**config.mk**
```make
export PLATFORM = sky130hd
export DESIGN_NAME = epva_window
export DESIGN_NICKNAME = d
export VERILOG_FILES = /design/src/assert_macros.svh /design/src/epva_pkg.sv /design/src/epva_window.sv
export SDC_FILE = /design/constraint.sdc
export NUM_CORES = 1
export LEC_CHECK = 0
export CAP_MARGIN = 5
export CORE_ASPECT_RATIO = 1.5
export CORE_MARGIN = 5
export CORE_UTILIZATION = 55
export CTS_CLUSTER_DIAMETER = 80
export DETAILED_ROUTE_END_ITERATION = 10
export DONT_BUFFER_PORTS = 1
export MAX_ROUTING_LAYER = met4
export PLACE_DENSITY = 0.7
export SLEW_MARGIN = 20
export SYNTH_ARGS = -nofsm -noshare
export SYNTH_HDL_FRONTEND = slang
export SYNTH_SLANG_ARGS = --single-unit
```
**constraint.sdc**
```tcl
create_clock -name clock -period 7 [get_ports clock]
set_input_delay 1.05 -clock clock [delete_from_list [all_inputs] [get_ports clock]]
set_output_delay 1.05 -clock clock [all_outputs]
set_load 0.02 [all_outputs]
```
**src/assert_macros.svh**
```systemverilog
// ----------------------------------------------------------------------------
// assert_macros.svh
// concurrent assertion macros used by the top-level averager
// ----------------------------------------------------------------------------
`ifndef ASSERT_MACROS_SVH
`define ASSERT_MACROS_SVH

// property must hold at every edge outside reset
`define ASSERT_HOLDS(lbl, clk, rst, prop, msg) \
   lbl: assert property (@(posedge clk) disable iff (rst) (prop)) else $error(msg);

// condition must never be true outside reset
`define ASSERT_NEVER(lbl, clk, rst, cond, msg) \
   lbl: assert property (@(posedge clk) disable iff (rst) !(cond)) else $error(msg);

`endif

```
**src/epva_pkg.sv**
```systemverilog
// ----------------------------------------------------------------------------
// epva_pkg
// shared widths, codes and types of the encoder velocity averager
// ----------------------------------------------------------------------------
package epva_pkg;

   // field and register widths
   localparam int SCALE_W    = 48;
   localparam int TIMEOUT_W  = 32;
   localparam int VEL_W      = 32;
   localparam int CSR_IDX_W  = 1;
   localparam int CSR_DATA_W = 48;

   // default window depth
   localparam int WINDOW_DEF = 8;

   // register reset values
   localparam logic [SCALE_W-1:0]   SCALE_RESET   = 48'd1000;
   localparam logic [TIMEOUT_W-1:0] TIMEOUT_RESET = 32'd100000;

   // register indexes
   localparam logic [CSR_IDX_W-1:0] CSR_SCALE   = 1'd0;
   localparam logic [CSR_IDX_W-1:0] CSR_TIMEOUT = 1'd1;

   // operation codes
   localparam logic OP_TICK = 1'b0;
   localparam logic OP_EDGE = 1'b1;

   // previous line level codes
   localparam logic [1:0] LEVEL_LOW  = 2'd0;
   localparam logic [1:0] LEVEL_HIGH = 2'd1;
   localparam logic [1:0] LEVEL_NONE = 2'd2;

   // serial divider status
   typedef struct packed {
      logic busy;
      logic done;
   } div_status_type;

endpackage

```
**src/epva_window.sv**
```systemverilog
// ----------------------------------------------------------------------------
// epva_window
// sample shift line with running sum, updated by a subtract step and then an add step per push
// ----------------------------------------------------------------------------
module epva_window import epva_pkg::*; #(
   parameter int WINDOW = WINDOW_DEF,
   parameter int SUM_W  = VEL_W + $clog2(WINDOW)
) (
   input  logic             clock,
   input  logic             reset,
   input  logic             push,
   input  logic [VEL_W-1:0] sample,
   output logic             busy,
   output logic [SUM_W-1:0] sum
);

   logic [VEL_W-1:0] win_ff [WINDOW];
   logic [VEL_W-1:0] win_in [WINDOW];
   logic [SUM_W-1:0] sum_ff, sum_in;
   logic             add_ff, add_in;

   // push drops the oldest sample from the sum, the next cycle adds the new one
   always_comb begin
      win_in = win_ff;
      sum_in = sum_ff;
      add_in = 1'b0;
      if (push) begin
         sum_in = sum_ff - SUM_W'(win_ff[WINDOW-1]);
         for (int i = 1; i < WINDOW; i++) begin
            win_in[i] = win_ff[i-1];
         end
         win_in[0] = sample;
         add_in    = 1'b1;
      end else if (add_ff) begin
         sum_in = sum_ff + SUM_W'(win_ff[0]);
      end
   end

   always_ff @(posedge clock) begin
      if (reset) begin
         for (int i = 0; i < WINDOW; i++) begin
            win_ff[i] <= '0;
         end
         sum_ff <= '0;
         add_ff <= 1'b0;
      end else begin
         win_ff <= win_in;
         sum_ff <= sum_in;
         add_ff <= add_in;
      end
   end

   assign busy = add_ff;
   assign sum  = sum_ff;

endmodule

```
==> results.cfg <==
[outcome]
status = finished clean

[timing]
final-max-slew-violation-count = 0
rsz0062_at_grt = no
tns_ns = 0
max_freq_mhz = 202
worstMarginPinSlew_ns = 0.941
hold_viol_final = 0
min_period_ns = 4.96
slew_headroom_pct = 37.3
setup_slack_ns = 2.04
setup_viol = 0
fin_skew_ns = 0.0253
whs_ns = 0.478
fin_crit_sh_pct = 70.8

[die]
coreArea_mm2 = 0.0231
die_h_um = 197
die_area_mm2 = 0.0266
start_util_pct = 55.9
io_pins = 71
core.rowCount = 68
dieWidth_um = 135

[setup_path]
reg2reg_to = sum[34]
cpMostUsedCell = a21oi_1
worstPathMaxFanout = 7
worstPathCellList = or4_4 -> or3_4 -> or3_1 -> nor4_1 -> xor2_1 -> nor2_1 -> a21oi_1 -> ha_1 -> a21oi_1 -> o21ai_0 -> a32oi_1 -> a311oi_1 -> a21boi_1 -> o21a_1 -> nor3_1 -> mux2_4
crit_path_end_kind = flop
worst-path-buf-inv = 0
reg2reg_depth = 16
crit_family = simple AND/OR/NAND/NOR gates
rrSetupSlack_ns = 2.04
path_class = flop to flop
crit_slowest_cell = or4_4
critical_path_arrival_ns = 5.39
crit_required_ns = 7.43
critPathLaunchType = flop
crit_cells = 16
r2r_start = win_ff[235]
worst_path_largest_cell_delay_ns = 0.58
startpoint = win_ff[235]
endpoint = sum[34]

[synthesis]
synth_ff_type = dfxtp_1
synthTopCellsByArea = dfxtp_1 45%, mux2i_1 20%, nor2_1 9.4%
synth_top_area_share_pct = 45.4
synth_compound_area_share_pct = 8.19
synth_common_cells = 322 x nor2_1, 292 x dfxtp_1, 257 x mux2i_1
synth_seq_cells = 292
synth_top_area_cell = dfxtp_1
synth_most_common_cell = nor2_1
synth_edf_count = 0
synth_xor_area_share_pct = 3.47
synth_mux_area_share_pct = 20.1
synth_cells = 1401
async_reset_ff_share_pct = 0
synth-simple-area-share_pct = 16.3
synth_cell_types = 57
ys_warn_count = 0
netlist_area_mm2 = 0.0129
syn_area_per_cell_um2 = 9.20
synth-adder-area-share_pct = 3.55
ys_seq_area_share_pct = 45.4
synth_top_family_by_area = multiplexers
synthesis.nets = 1472

[finish]
final_cells = 1682
drive_gt1_share_pct = 4.39
multi_input_area_mm2 = 0.00665
design.final.nets = 1415
fillers = 2046
area_growth_pct = 8.09
stdcell_area_mm2 = 0.0139
utilization_pct = 60.4
regArea_mm2 = 0.00585

[routing]
ant_nets = 0
post-route-drc-count = 0
vias_per_cell = 5.44
detail_route.first_pass.iterations = 5
wl_mm = 26.0
num_vias = 9153
post_drt_wl_per_cell_um = 15.5
drt_iter0_markers = 499

[clock_tree]
clk_latency_ns = 0.56
postCtsSetupRepairBufs = 0
ctsHoldBuffers = 0
cts_tree = done
cts_resized = 0
cts_buffers = 28
htreeDepth = 1
clkTransAtPathRegs_ns = 0.06
clock-root-buffer = clkbuf_16
cts_sinks = 292
clock_path_buffers = 3

[pwr]
p_total_mw = 4.75
p_leak_nw = 6.16
power_density_mw_per_mm2 = 341
vdd_drop_max_mv = 0.204

[place]
pre_cts_ws_ns = 2.11
numPortBuffers = 0
hpwl_mm = 17.5
place_congestion = 0.862
postPlaceCellArea_mm2 = 0.0130
dp.cells = 1629

[global_route]
gr-usage-all-layers_pct = 19.9
grt_max_degree = 325
grt_pass1_vias = 8624
antenna_found_initial = 1
grt_overflow = 0
grt_pass1_wl_mm = 43.2

[flow_run]
cap_violations = 0

[min_path]
worstHoldPathType = flop to flop
[power by group]
part	internal (mW)	leakage, nW	switching [mW]
registers	1.77	2.37	0.231
logic	0.521	3.32	0.677
clock network	0.925	0.469	0.624
total	3.21	6.16	1.53
[final cells by class]
type / count / area share, %
inverters: 15 / 0.404
clock buffers: 42 / 5.91
well taps: 315 / 2.83
flip-flops and latches: 292 / 42.0
clock inverters: 10 / 1.04
repair buffers: 1 / 0.0539
diodes: 1 / 0.0180
multi-input cells: 1006 / 47.8
[how the worst min path moves through the flow]
stage	cells after the start	startpoint	end	slack (ns)
detailed placement	2	win_ff[50]	win_ff[50]	0.48
finish	2	win_ff[189]	win_ff[157]	0.48
global placement	2	win_ff[105]	win_ff[105]	0.47
global route	2	win_ff[115]	win_ff[83]	0.50
CTS	2	win_ff[189]	win_ff[157]	0.48
floorplan	2	win_ff[100]	win_ff[100]	0.46
[cell usage in the layout, fill, tap and decap left out, drive strengths merged, types with 6 or more instances in the layout]
cell type and n:
inv 15, a21oi 85, a211oi 10, mux2i 257
nor3 21, a21o 14, nand4 8, nor2b 7
nand2b 6, dfxtp 292, nand3b 8, or3 8
ha 35, a31oi 6, xnor2 23, clkbuf 42
nand2 70, nor4 9, o21ai 22, nor2 322
nand3 14, xor2 28
[registers in the layout (all words and copies together), names as in the netlist]
name and count:
win_ff 256, busy 1, sum 35
[cells by family after synthesis]
| group | after synthesis |
|---|---|
| simple gates | 488 |
| flops | 292 |
| mux | 258 |
| compound gates | 173 |
| buf+inv | 103 |
| xor+xnor | 51 |
| fa+ha+maj | 36 |
[worst min-delay path: stages, from the launching register on]
cell,delay (ns)
dfxtp_1,0.33
mux2i_1,0.07
nor2_1,0.07
[metal layers]
layer  track usage [%]  share of wire [%]  up-vias  wire length [um]
met4              6.57                2.4        0               630
met2              31.6                 48      126             12400
li1                  -                  -     4707                 -
met5                 -                  0        -                 0
met1              26.1                 46     4270             11900
met3              3.19                4.0       50              1040
Note: power is estimated with default switching activity, not from simulation.
