===== config.mk =====
export PLATFORM = sky130hd
export DESIGN_NAME = epva_serial_div
export DESIGN_NICKNAME = d
export VERILOG_FILES = /design/src/assert_macros.svh /design/src/epva_pkg.sv /design/src/epva_serial_div.sv
export SDC_FILE = /design/constraint.sdc
export NUM_CORES = 1
export LEC_CHECK = 0
export BUFFER_PORTS_ARGS = -buffer_cell sky130_fd_sc_hd__buf_2
export CORE_MARGIN = 1.5
export CORE_UTILIZATION = 50
export CTS_CLUSTER_SIZE = 28
export DETAILED_ROUTE_END_ITERATION = 7
export GPL_TIMING_DRIVEN = 0
export PLACE_DENSITY_LB_ADDON = 0.12
export SYNTH_ARGS = -nofsm -noshare
export SYNTH_HDL_FRONTEND = slang
export SYNTH_SLANG_ARGS = --single-unit

===== constraint.sdc =====
create_clock -name clock -period 2.5 [get_ports clock]
set_input_delay 0.375 -clock clock [delete_from_list [all_inputs] [get_ports clock]]
set_output_delay 0.375 -clock clock [all_outputs]
set_load 0.02 [all_outputs]

===== src/assert_macros.svh =====
// ----------------------------------------------------------------------------
// assert_macros.svh
// concurrent assertion macros used by the top-level averager
// ----------------------------------------------------------------------------
`ifndef ASSERT_MACROS_SVH
`define ASSERT_MACROS_SVH

// property must hold at every edge outside reset
`define ASSERT_HOLDS(lbl, clk, rst, prop, msg) \
   lbl: assert property (@(posedge clk) disable iff (rst) (prop)) else $error(msg);

// condition must never be true outside reset
`define ASSERT_NEVER(lbl, clk, rst, cond, msg) \
   lbl: assert property (@(posedge clk) disable iff (rst) !(cond)) else $error(msg);

`endif


===== src/epva_pkg.sv =====
// ----------------------------------------------------------------------------
// epva_pkg
// shared widths, codes and types of the encoder velocity averager
// ----------------------------------------------------------------------------
package epva_pkg;

   // field and register widths
   localparam int SCALE_W    = 48;
   localparam int TIMEOUT_W  = 32;
   localparam int VEL_W      = 32;
   localparam int CSR_IDX_W  = 1;
   localparam int CSR_DATA_W = 48;

   // default window depth
   localparam int WINDOW_DEF = 8;

   // register reset values
   localparam logic [SCALE_W-1:0]   SCALE_RESET   = 48'd1000;
   localparam logic [TIMEOUT_W-1:0] TIMEOUT_RESET = 32'd100000;

   // register indexes
   localparam logic [CSR_IDX_W-1:0] CSR_SCALE   = 1'd0;
   localparam logic [CSR_IDX_W-1:0] CSR_TIMEOUT = 1'd1;

   // operation codes
   localparam logic OP_TICK = 1'b0;
   localparam logic OP_EDGE = 1'b1;

   // previous line level codes
   localparam logic [1:0] LEVEL_LOW  = 2'd0;
   localparam logic [1:0] LEVEL_HIGH = 2'd1;
   localparam logic [1:0] LEVEL_NONE = 2'd2;

   // serial divider status
   typedef struct packed {
      logic busy;
      logic done;
   } div_status_type;

endpackage


===== src/epva_serial_div.sv =====
// ----------------------------------------------------------------------------
// epva_serial_div
// restoring divider, one quotient bit per cycle
// ----------------------------------------------------------------------------
module epva_serial_div import epva_pkg::*; #(
   parameter int NUM_W = SCALE_W,
   parameter int DEN_W = TIMEOUT_W
) (
   input  logic             clock,
   input  logic             reset,
   input  logic             start,
   input  logic [NUM_W-1:0] numerator,
   input  logic [DEN_W-1:0] denominator,
   output div_status_type   status,
   output logic [NUM_W-1:0] quotient
);

   localparam int CNT_W = $clog2(NUM_W + 1);

   logic [DEN_W:0]   rem_ff, rem_in;
   logic [NUM_W-1:0] quo_ff, quo_in;
   logic [DEN_W-1:0] den_ff, den_in;
   logic [CNT_W-1:0] count_ff, count_in;
   logic             busy_ff, busy_in;
   logic             done_ff, done_in;

   logic [DEN_W:0]   shifted;
   logic [DEN_W+1:0] diff;

   // one shift and trial subtract per cycle
   assign shifted = {rem_ff[DEN_W-1:0], quo_ff[NUM_W-1]};
   assign diff    = {1'b0, shifted} - {2'b00, den_ff};

   always_comb begin
      rem_in   = rem_ff;
      quo_in   = quo_ff;
      den_in   = den_ff;
      count_in = count_ff;
      busy_in  = busy_ff;
      done_in  = 1'b0;
      if (start) begin
         rem_in   = '0;
         quo_in   = numerator;
         den_in   = denominator;
         count_in = CNT_W'(NUM_W);
         busy_in  = 1'b1;
      end else if (busy_ff) begin
         if (!diff[DEN_W+1]) begin
            rem_in = diff[DEN_W:0];
            quo_in = {quo_ff[NUM_W-2:0], 1'b1};
         end else begin
            rem_in = shifted;
            quo_in = {quo_ff[NUM_W-2:0], 1'b0};
         end
         count_in = count_ff - CNT_W'(1);
         if (count_ff == CNT_W'(1)) begin
            busy_in = 1'b0;
            done_in = 1'b1;
         end
      end
   end

   always_ff @(posedge clock) begin
      rem_ff   <= rem_in;
      quo_ff   <= quo_in;
      den_ff   <= den_in;
      count_ff <= count_in;
      if (reset) begin
         busy_ff <= 1'b0;
         done_ff <= 1'b0;
      end else begin
         busy_ff <= busy_in;
         done_ff <= done_in;
      end
   end

   assign status.busy = busy_ff;
   assign status.done = done_ff;
   assign quotient    = quo_ff;

endmodule


==> results of run 1 <==
what timing repair did:
item	CTS	global route
setup endpoints to repair	32	33
pin swaps	15	32
cloned	2	1
setup buffers	9	11
resized for setup	24	51
area by class of cell:
class	instances	area, um2
sequential	120	3200
timing repair buffer	155	890
multi-input combinational	407	3260
clock buffer	19	443
fill	988	4100
inverter	46	173
buffer	25	165
clock inverter	13	170
tap	172	215
per-stage QoR:
step	instance area, um2	util	instances	setup TNS (ps)	hold WS [ps]
CTS	8200	0.650	947	-8060	108
finish	8520	0.675	957	-8400	127
detailed placement	7390	0.586	904	-27390	467
global placement	7370	0.584	903	-67820	455
floorplan	6500	-	599	-418	445
global route	8520	0.675	957	-14580	107
worst max-delay path, delay by kind of cell (launching register included):
kind                       cells  cell delay, ps
DFF                            1             390
adders and majority gates      2             520
buffers and inverters          3             280
AOI/OAI and AO/OA              8            1160
and+or+nand+nor                2             470
worst min-delay path by stage:
stage / from / cells past startpoint / end / slack (ps)
after floorplan: rem_ff[23]$_SDFFE_PP0P_ / 2 / rem_ff[23]$_SDFFE_PP0P_ / 450
after global placement: rem_ff[31]$_SDFFE_PP0P_ / 2 / rem_ff[31]$_SDFFE_PP0P_ / 460
after detailed placement: rem_ff[28]$_SDFFE_PP0P_ / 2 / rem_ff[28]$_SDFFE_PP0P_ / 470
after CTS: denominator[3] / 1 / den_ff[3]$_DFFE_PP_ / 110
after global routing: denominator[2] / 1 / den_ff[2]$_DFFE_PP_ / 110
final: denominator[3] / 1 / den_ff[3]$_DFFE_PP_ / 130
kinds of logic after synthesis:
logic type	count (synthesis)
XOR/XNOR	27
AND/OR/NAND/NOR	136
multiplexers	62
AO/OA/AOI/OAI	147
adder cells (fa/ha/maj)	35
flip-flops	120
buffers and inverters	72
synthesized netlist by cell type (7+ instances only):
| cell type | instances |
|---|---|
| nor3_1 | 8 |
| mux2i_1 | 14 |
| o21ai_1 | 25 |
| dfxtp_1 | 40 |
| ha_1 | 34 |
| o21ai_0 | 15 |
| a211oi_1 | 23 |
| nand2b_1 | 8 |
| nand2_1 | 34 |
| a21o_1 | 9 |
| xnor2_1 | 20 |
| xor2_1 | 7 |
| inv_1 | 46 |
| a21oi_1 | 34 |
| mux2_2 | 48 |
| clkbuf_1 | 17 |
| nor2_1 | 47 |
| edfxtp_1 | 80 |
sequential cells by signal, indices dropped and copies added, names as in the netlist:
name	cells
rem_ff	32
den_ff	32
quotient	48
busy_ff	1
done_ff	1
count_ff	6
power by group through the flow:
stage / registers (mW) / logic, mW / clock network (mW)
final: 2.44 / 1.53 / 2.52
after floorplan: 2.56 / 0.829 / 0
after CTS: 2.44 / 1.39 / 2.56
after detailed placement: 2.47 / 1.29 / 0
after global routing: 2.47 / 1.67 / 2.65
after global placement: 2.47 / 1.25 / 0
layer usage:
layer,GRT usage,vias to the layer above
met3,0.0881,16
li1,-,2526
met2,0.397,171
met5,0,-
met1,0.290,2461
met4,0.0835,0
==> flow_summary.ini, run 1 <==
[outcome]
status = finished, violations left
violations = negative setup slack

[global_routing]
grt_pass1_vias = 5152
grt.overflow.total = 0
grtUsageTotal = 0.240
grt_max_degree = 42
grt_pass1_wl_mm = 24.8
antenna_found_initial = 0

[flow_run]
drv_cap = 0

[drt]
met3_length_mm = 1.28
avgViaCountPerCell = 5.41
route.met2.wl_mm = 7.63
antenna_left = 0
drt-met1-wl_mm = 6.67
first_iter_violations = 221
wl_per_cell_um = 16.5
drt_first_pass_iters = 4
vias = 5174
maxUsedRoutingLayer = met4
wl_mm = 15.8
drc = 0

[sta]
rsz0062_at_grt = yes
slew_headroom = 0.479
worst_slack_ps = -475
maxSlewViolCount = 0
hold_violations = 0
tightest_slew_ps = 778
fin_skew_ps = 7.00
period_needed_ps = 2970
finalCritPeriodShare = 1.19
fmax_mhz = 336
setup_viol_count_final = 33

[power_and_ir_drop]
finalPower_mw = 6.49
sw_frac_of_total = 0.288
powerDensity_nw_per_um2 = 762
p_leak_nw = 3.56
ir_worst_vdd_v = 0.000650
p_seq_frac = 0.377
p_int_mw = 4.62
power_switching_mw = 1.87
pwr-share-clk = 0.388
combPwrFrac = 0.235

[yosys]
synth_xor_area_frac = 0.0365
synthMuxAreaShare = 0.105
synth-compound-area-share = 0.149
ys_top_cells_by_area = edfxtp_1 (37%), dfxtp_1 (12%), mux2_2 (8.3%)
synth_ff_type = edfxtp_1
avgSynthCellArea_um2 = 10.8
synthSimpleGateAreaFrac = 0.0987
yosysUniqueCellTypes = 54
synth_top_family_by_area = compound AO/OA/AOI/OAI gates
synth_fa_ha_area_frac = 0.0688
synth_top_area_frac = 0.371
synthesis.area_um2 = 6480
synth_nets = 717
async_flop_share = 0
ys_seq_area_frac = 0.495
synth-edff-count = 80
synthCells = 599
yosys.area.top_type = edfxtp_1
synth_warnings = 0
ys_ff_latch = 120

[worst_setup_path]
crit_path_cell_trace = inv_2 > ha_4 > inv_2 > fa_2 > a21o_1 > nand4_1 > a21oi_4 > o211ai_1 > buf_4 > a21oi_4 > o311ai_2 > a21boi_2 > or3_1 > a31oi_1 > a211oi_1
r2r_start = quotient[47]$_DFFE_PP_
crit_path_end_kind = register
crit_slowest_cell = edfxtp_1
setup.reg_to_reg.worst_slack_ps = -470
r2r_end = rem_ff[30]$_SDFFE_PP0P_
endpoint = rem_ff[30]$_SDFFE_PP0P_
rr_worst_depth = 15
critPathLaunch = quotient[47]$_DFFE_PP_
crit_type = register to register
start_kind = register
slowest_delay_ps = 390
cp.arrival_ps = 3240
path_max_fanout = 4
worstPathRequired_ps = 2760

[layout]
final_cell_mix = buf_2 (132), edfxtp_1 (80), mux2_2 (48)
final_common_cell = buf_2
n_antenna_cell = 0
layout.nets = 890
area_growth_pct = 31.5
drive_gt1_frac = 0.390

[floorplanning]
rows = 41
initial_core_util = 0.513
die_w_um = 117
core_um2 = 12600
die_area_um2 = 13600
fp.dieH_um = 117
io_pins = 133

[clocking]
h-tree-depth = 4
cts_tree = yes
clock-sinks = 120
postCtsHoldBufs = 0
clockBufferDepth = 2
clk_pin_slew_ps = 60
clockRootBuffer = clkbuf_16
worstSkewPairLatency_ps = 420
cts_buffers = 17

[placement]
dp_slack_ps = -469
io_buffers = 132
gp_congestion = 0.903
dpl.hpwl_mm = 10.7

[min_path]
holdCritPathClass = input port to register
(Power assumes the default switching activity.)
==> inputs of run 2 (changes only) <==
--- a/config.mk
+++ b/config.mk
@@ -6,8 +6,9 @@
 export NUM_CORES = 1
 export LEC_CHECK = 0
 export BUFFER_PORTS_ARGS = -buffer_cell sky130_fd_sc_hd__buf_2
+export CORE_ASPECT_RATIO = 0.75
 export CORE_MARGIN = 1.5
-export CORE_UTILIZATION = 50
+export CORE_UTILIZATION = 45
 export CTS_CLUSTER_SIZE = 28
 export DETAILED_ROUTE_END_ITERATION = 7
 export GPL_TIMING_DRIVEN = 0
==> run 2 against run 1 <==
The run still ends with negative setup slack left; routed wire length grew 7.4%; non-clock buffer count grew 7; worst hold slack gained 2.4 ps; final cell count grew 1.0%; die area grew 11%; via count grew 1.5%; global-route usage shrank 1.3 points; sequential power is essentially flat; clock-buffer cell count grew 6; total power shrank 1.9%; worst setup slack gained 47 ps; core utilization shrank 5.5 points; highest routed layer unchanged.
==> flow_summary.ini, run 2 (synthesized netlist as in run 1, its figures left out) <==
[sta]
worst_slack_ps = -428
fin_skew_ps = 7.25
period_needed_ps = 2930
fmax_mhz = 342
finalCritPeriodShare = 1.17
setup_viol_count_final = 33
setup_tns_ps = -7710
holdWs_ps = 130
hold_violations = 0
slew_headroom = 0.456
rsz0062_at_grt = yes
maxSlewViolCount = 0
tightest_slew_ps = 813

[global_routing]
grt_max_degree = 35
grt.overflow.total = 0
grtUsageTotal = 0.227
grt_pass1_wl_mm = 26.4
antenna_found_initial = 0
grt_pass1_vias = 5218

[drt]
wl_mm = 16.9
wl_per_cell_um = 17.5
antenna_left = 0
drc = 0
first_iter_violations = 269
drt_first_pass_iters = 4
vias = 5254
avgViaCountPerCell = 5.43

[floorplanning]
io_pins = 133
die_area_um2 = 15100
core_um2 = 13900
initial_core_util = 0.466
die_w_um = 142
fp.dieH_um = 107
rows = 37

[layout]
layout.nets = 897
drive_gt1_frac = 0.408
final_common_cell = buf_2
finish.utilization = 0.620
final_cell_area_um2 = 8610
stdcell_count = 967
area_growth_pct = 33.0
largest_reg_flops = 48
final_cell_mix = buf_2 (131), edfxtp_1 (80), mux2_2 (48)
n_antenna_cell = 0

[clocking]
cts_buffers = 17
cts_tree = yes
worstSkewPairLatency_ps = 420
h-tree-depth = 4
clock-sinks = 120
clockRootBuffer = clkbuf_16
clk_pin_slew_ps = 50
clockBufferDepth = 2

[placement]
io_buffers = 132
place_area_um2 = 7400
dp_slack_ps = -484
gp_congestion = 0.924
dp.cells = 907
dpl.hpwl_mm = 11.2

[outcome]
violations = negative setup slack
status = finished, violations left

[power_and_ir_drop]
ir_worst_vdd_v = 0.000493
p_leak_nw = 3.54
finalPower_mw = 6.37
powerDensity_nw_per_um2 = 740

[worst_setup_path]
start_kind = register
crit_path_end_kind = register
path_max_fanout = 2
crit_type = register to register
cp.arrival_ps = 3190
worstPathRequired_ps = 2760

[min_path]
holdCritPathClass = input port to register

[flow_run]
drv_cap = 0
## run 2: cell count changes in the layout (fill, tap and decap cells not counted), moves of 3 or more
cell      change
ha_2          +4
buf_6         -3
o21ai_1       +4
clkbuf_1      +4
o21ai_0       -3
buf_4         +9
inv_1         -3
inv_6         -3
clkinv_4      -3
inv_2         +3
ha_4          +4
ha_1          -8
## run 2: power breakdown
| part | total (mW) | switching [mW] | internal (mW) | leakage [nW] |
|---|---|---|---|---|
| combinational | 1.62 | 0.879 | 0.737 | 2.16 |
| clock | 2.31 | 0.868 | 1.44 | 0.260 |
| sequential | 2.44 | 0.112 | 2.33 | 1.13 |
## run 2: repair_timing
item	CTS	global route
gates resized for setup	29	67
hold buffers	0	0
gates cloned	3	1
setup buffers	16	16
setup endpoints to repair	33	67
pin swaps	14	44
## run 2: worst paths after layout
kind,slack (ps),to,depth (start not counted),from
worst max-delay path,-430,rem_ff[30]$_SDFFE_PP0P_,15,quotient[47]$_DFFE_PP_
worst min-delay path,130,den_ff[16]$_DFFE_PP_,1,denominator[16]
worst min register to register,480,rem_ff[23]$_SDFFE_PP0P_,2,rem_ff[23]$_SDFFE_PP0P_
worst max register to register,-430,rem_ff[30]$_SDFFE_PP0P_,15,quotient[47]$_DFFE_PP_
## run 2: critical path, cell delays in order, from the launching register on
cell and delay, ps:
edfxtp_1 420, inv_2 110, ha_4 140, inv_2 30
fa_2 340, a21o_1 180, nand4_1 160, a21oi_4 100
o211ai_1 190, buf_4 150, a21oi_2 60, o311ai_2 230
a21boi_1 110, or3_1 330, a31oi_1 150, a211oi_1 90
## run 2: layer usage
metal / share of wire / routed length (um) / track usage
met1: 0.46 / 7720 / 0.301
met2: 0.48 / 8080 / 0.363
met3: 0.051 / 867 / 0.0540
met4: 0.016 / 273 / 0.0854
met5: 0 / 0 / 0
## run 2: layout make-up
type / count / area [um2]
buffer: 22 / 133
tap: 175 / 219
clock buffer: 25 / 485
fill: 1190 / 5280
timing repair buffer: 165 / 983
inverter: 46 / 173
sequential: 120 / 3200
clock inverter: 7 / 70.1
multi-input combinational: 407 / 3340
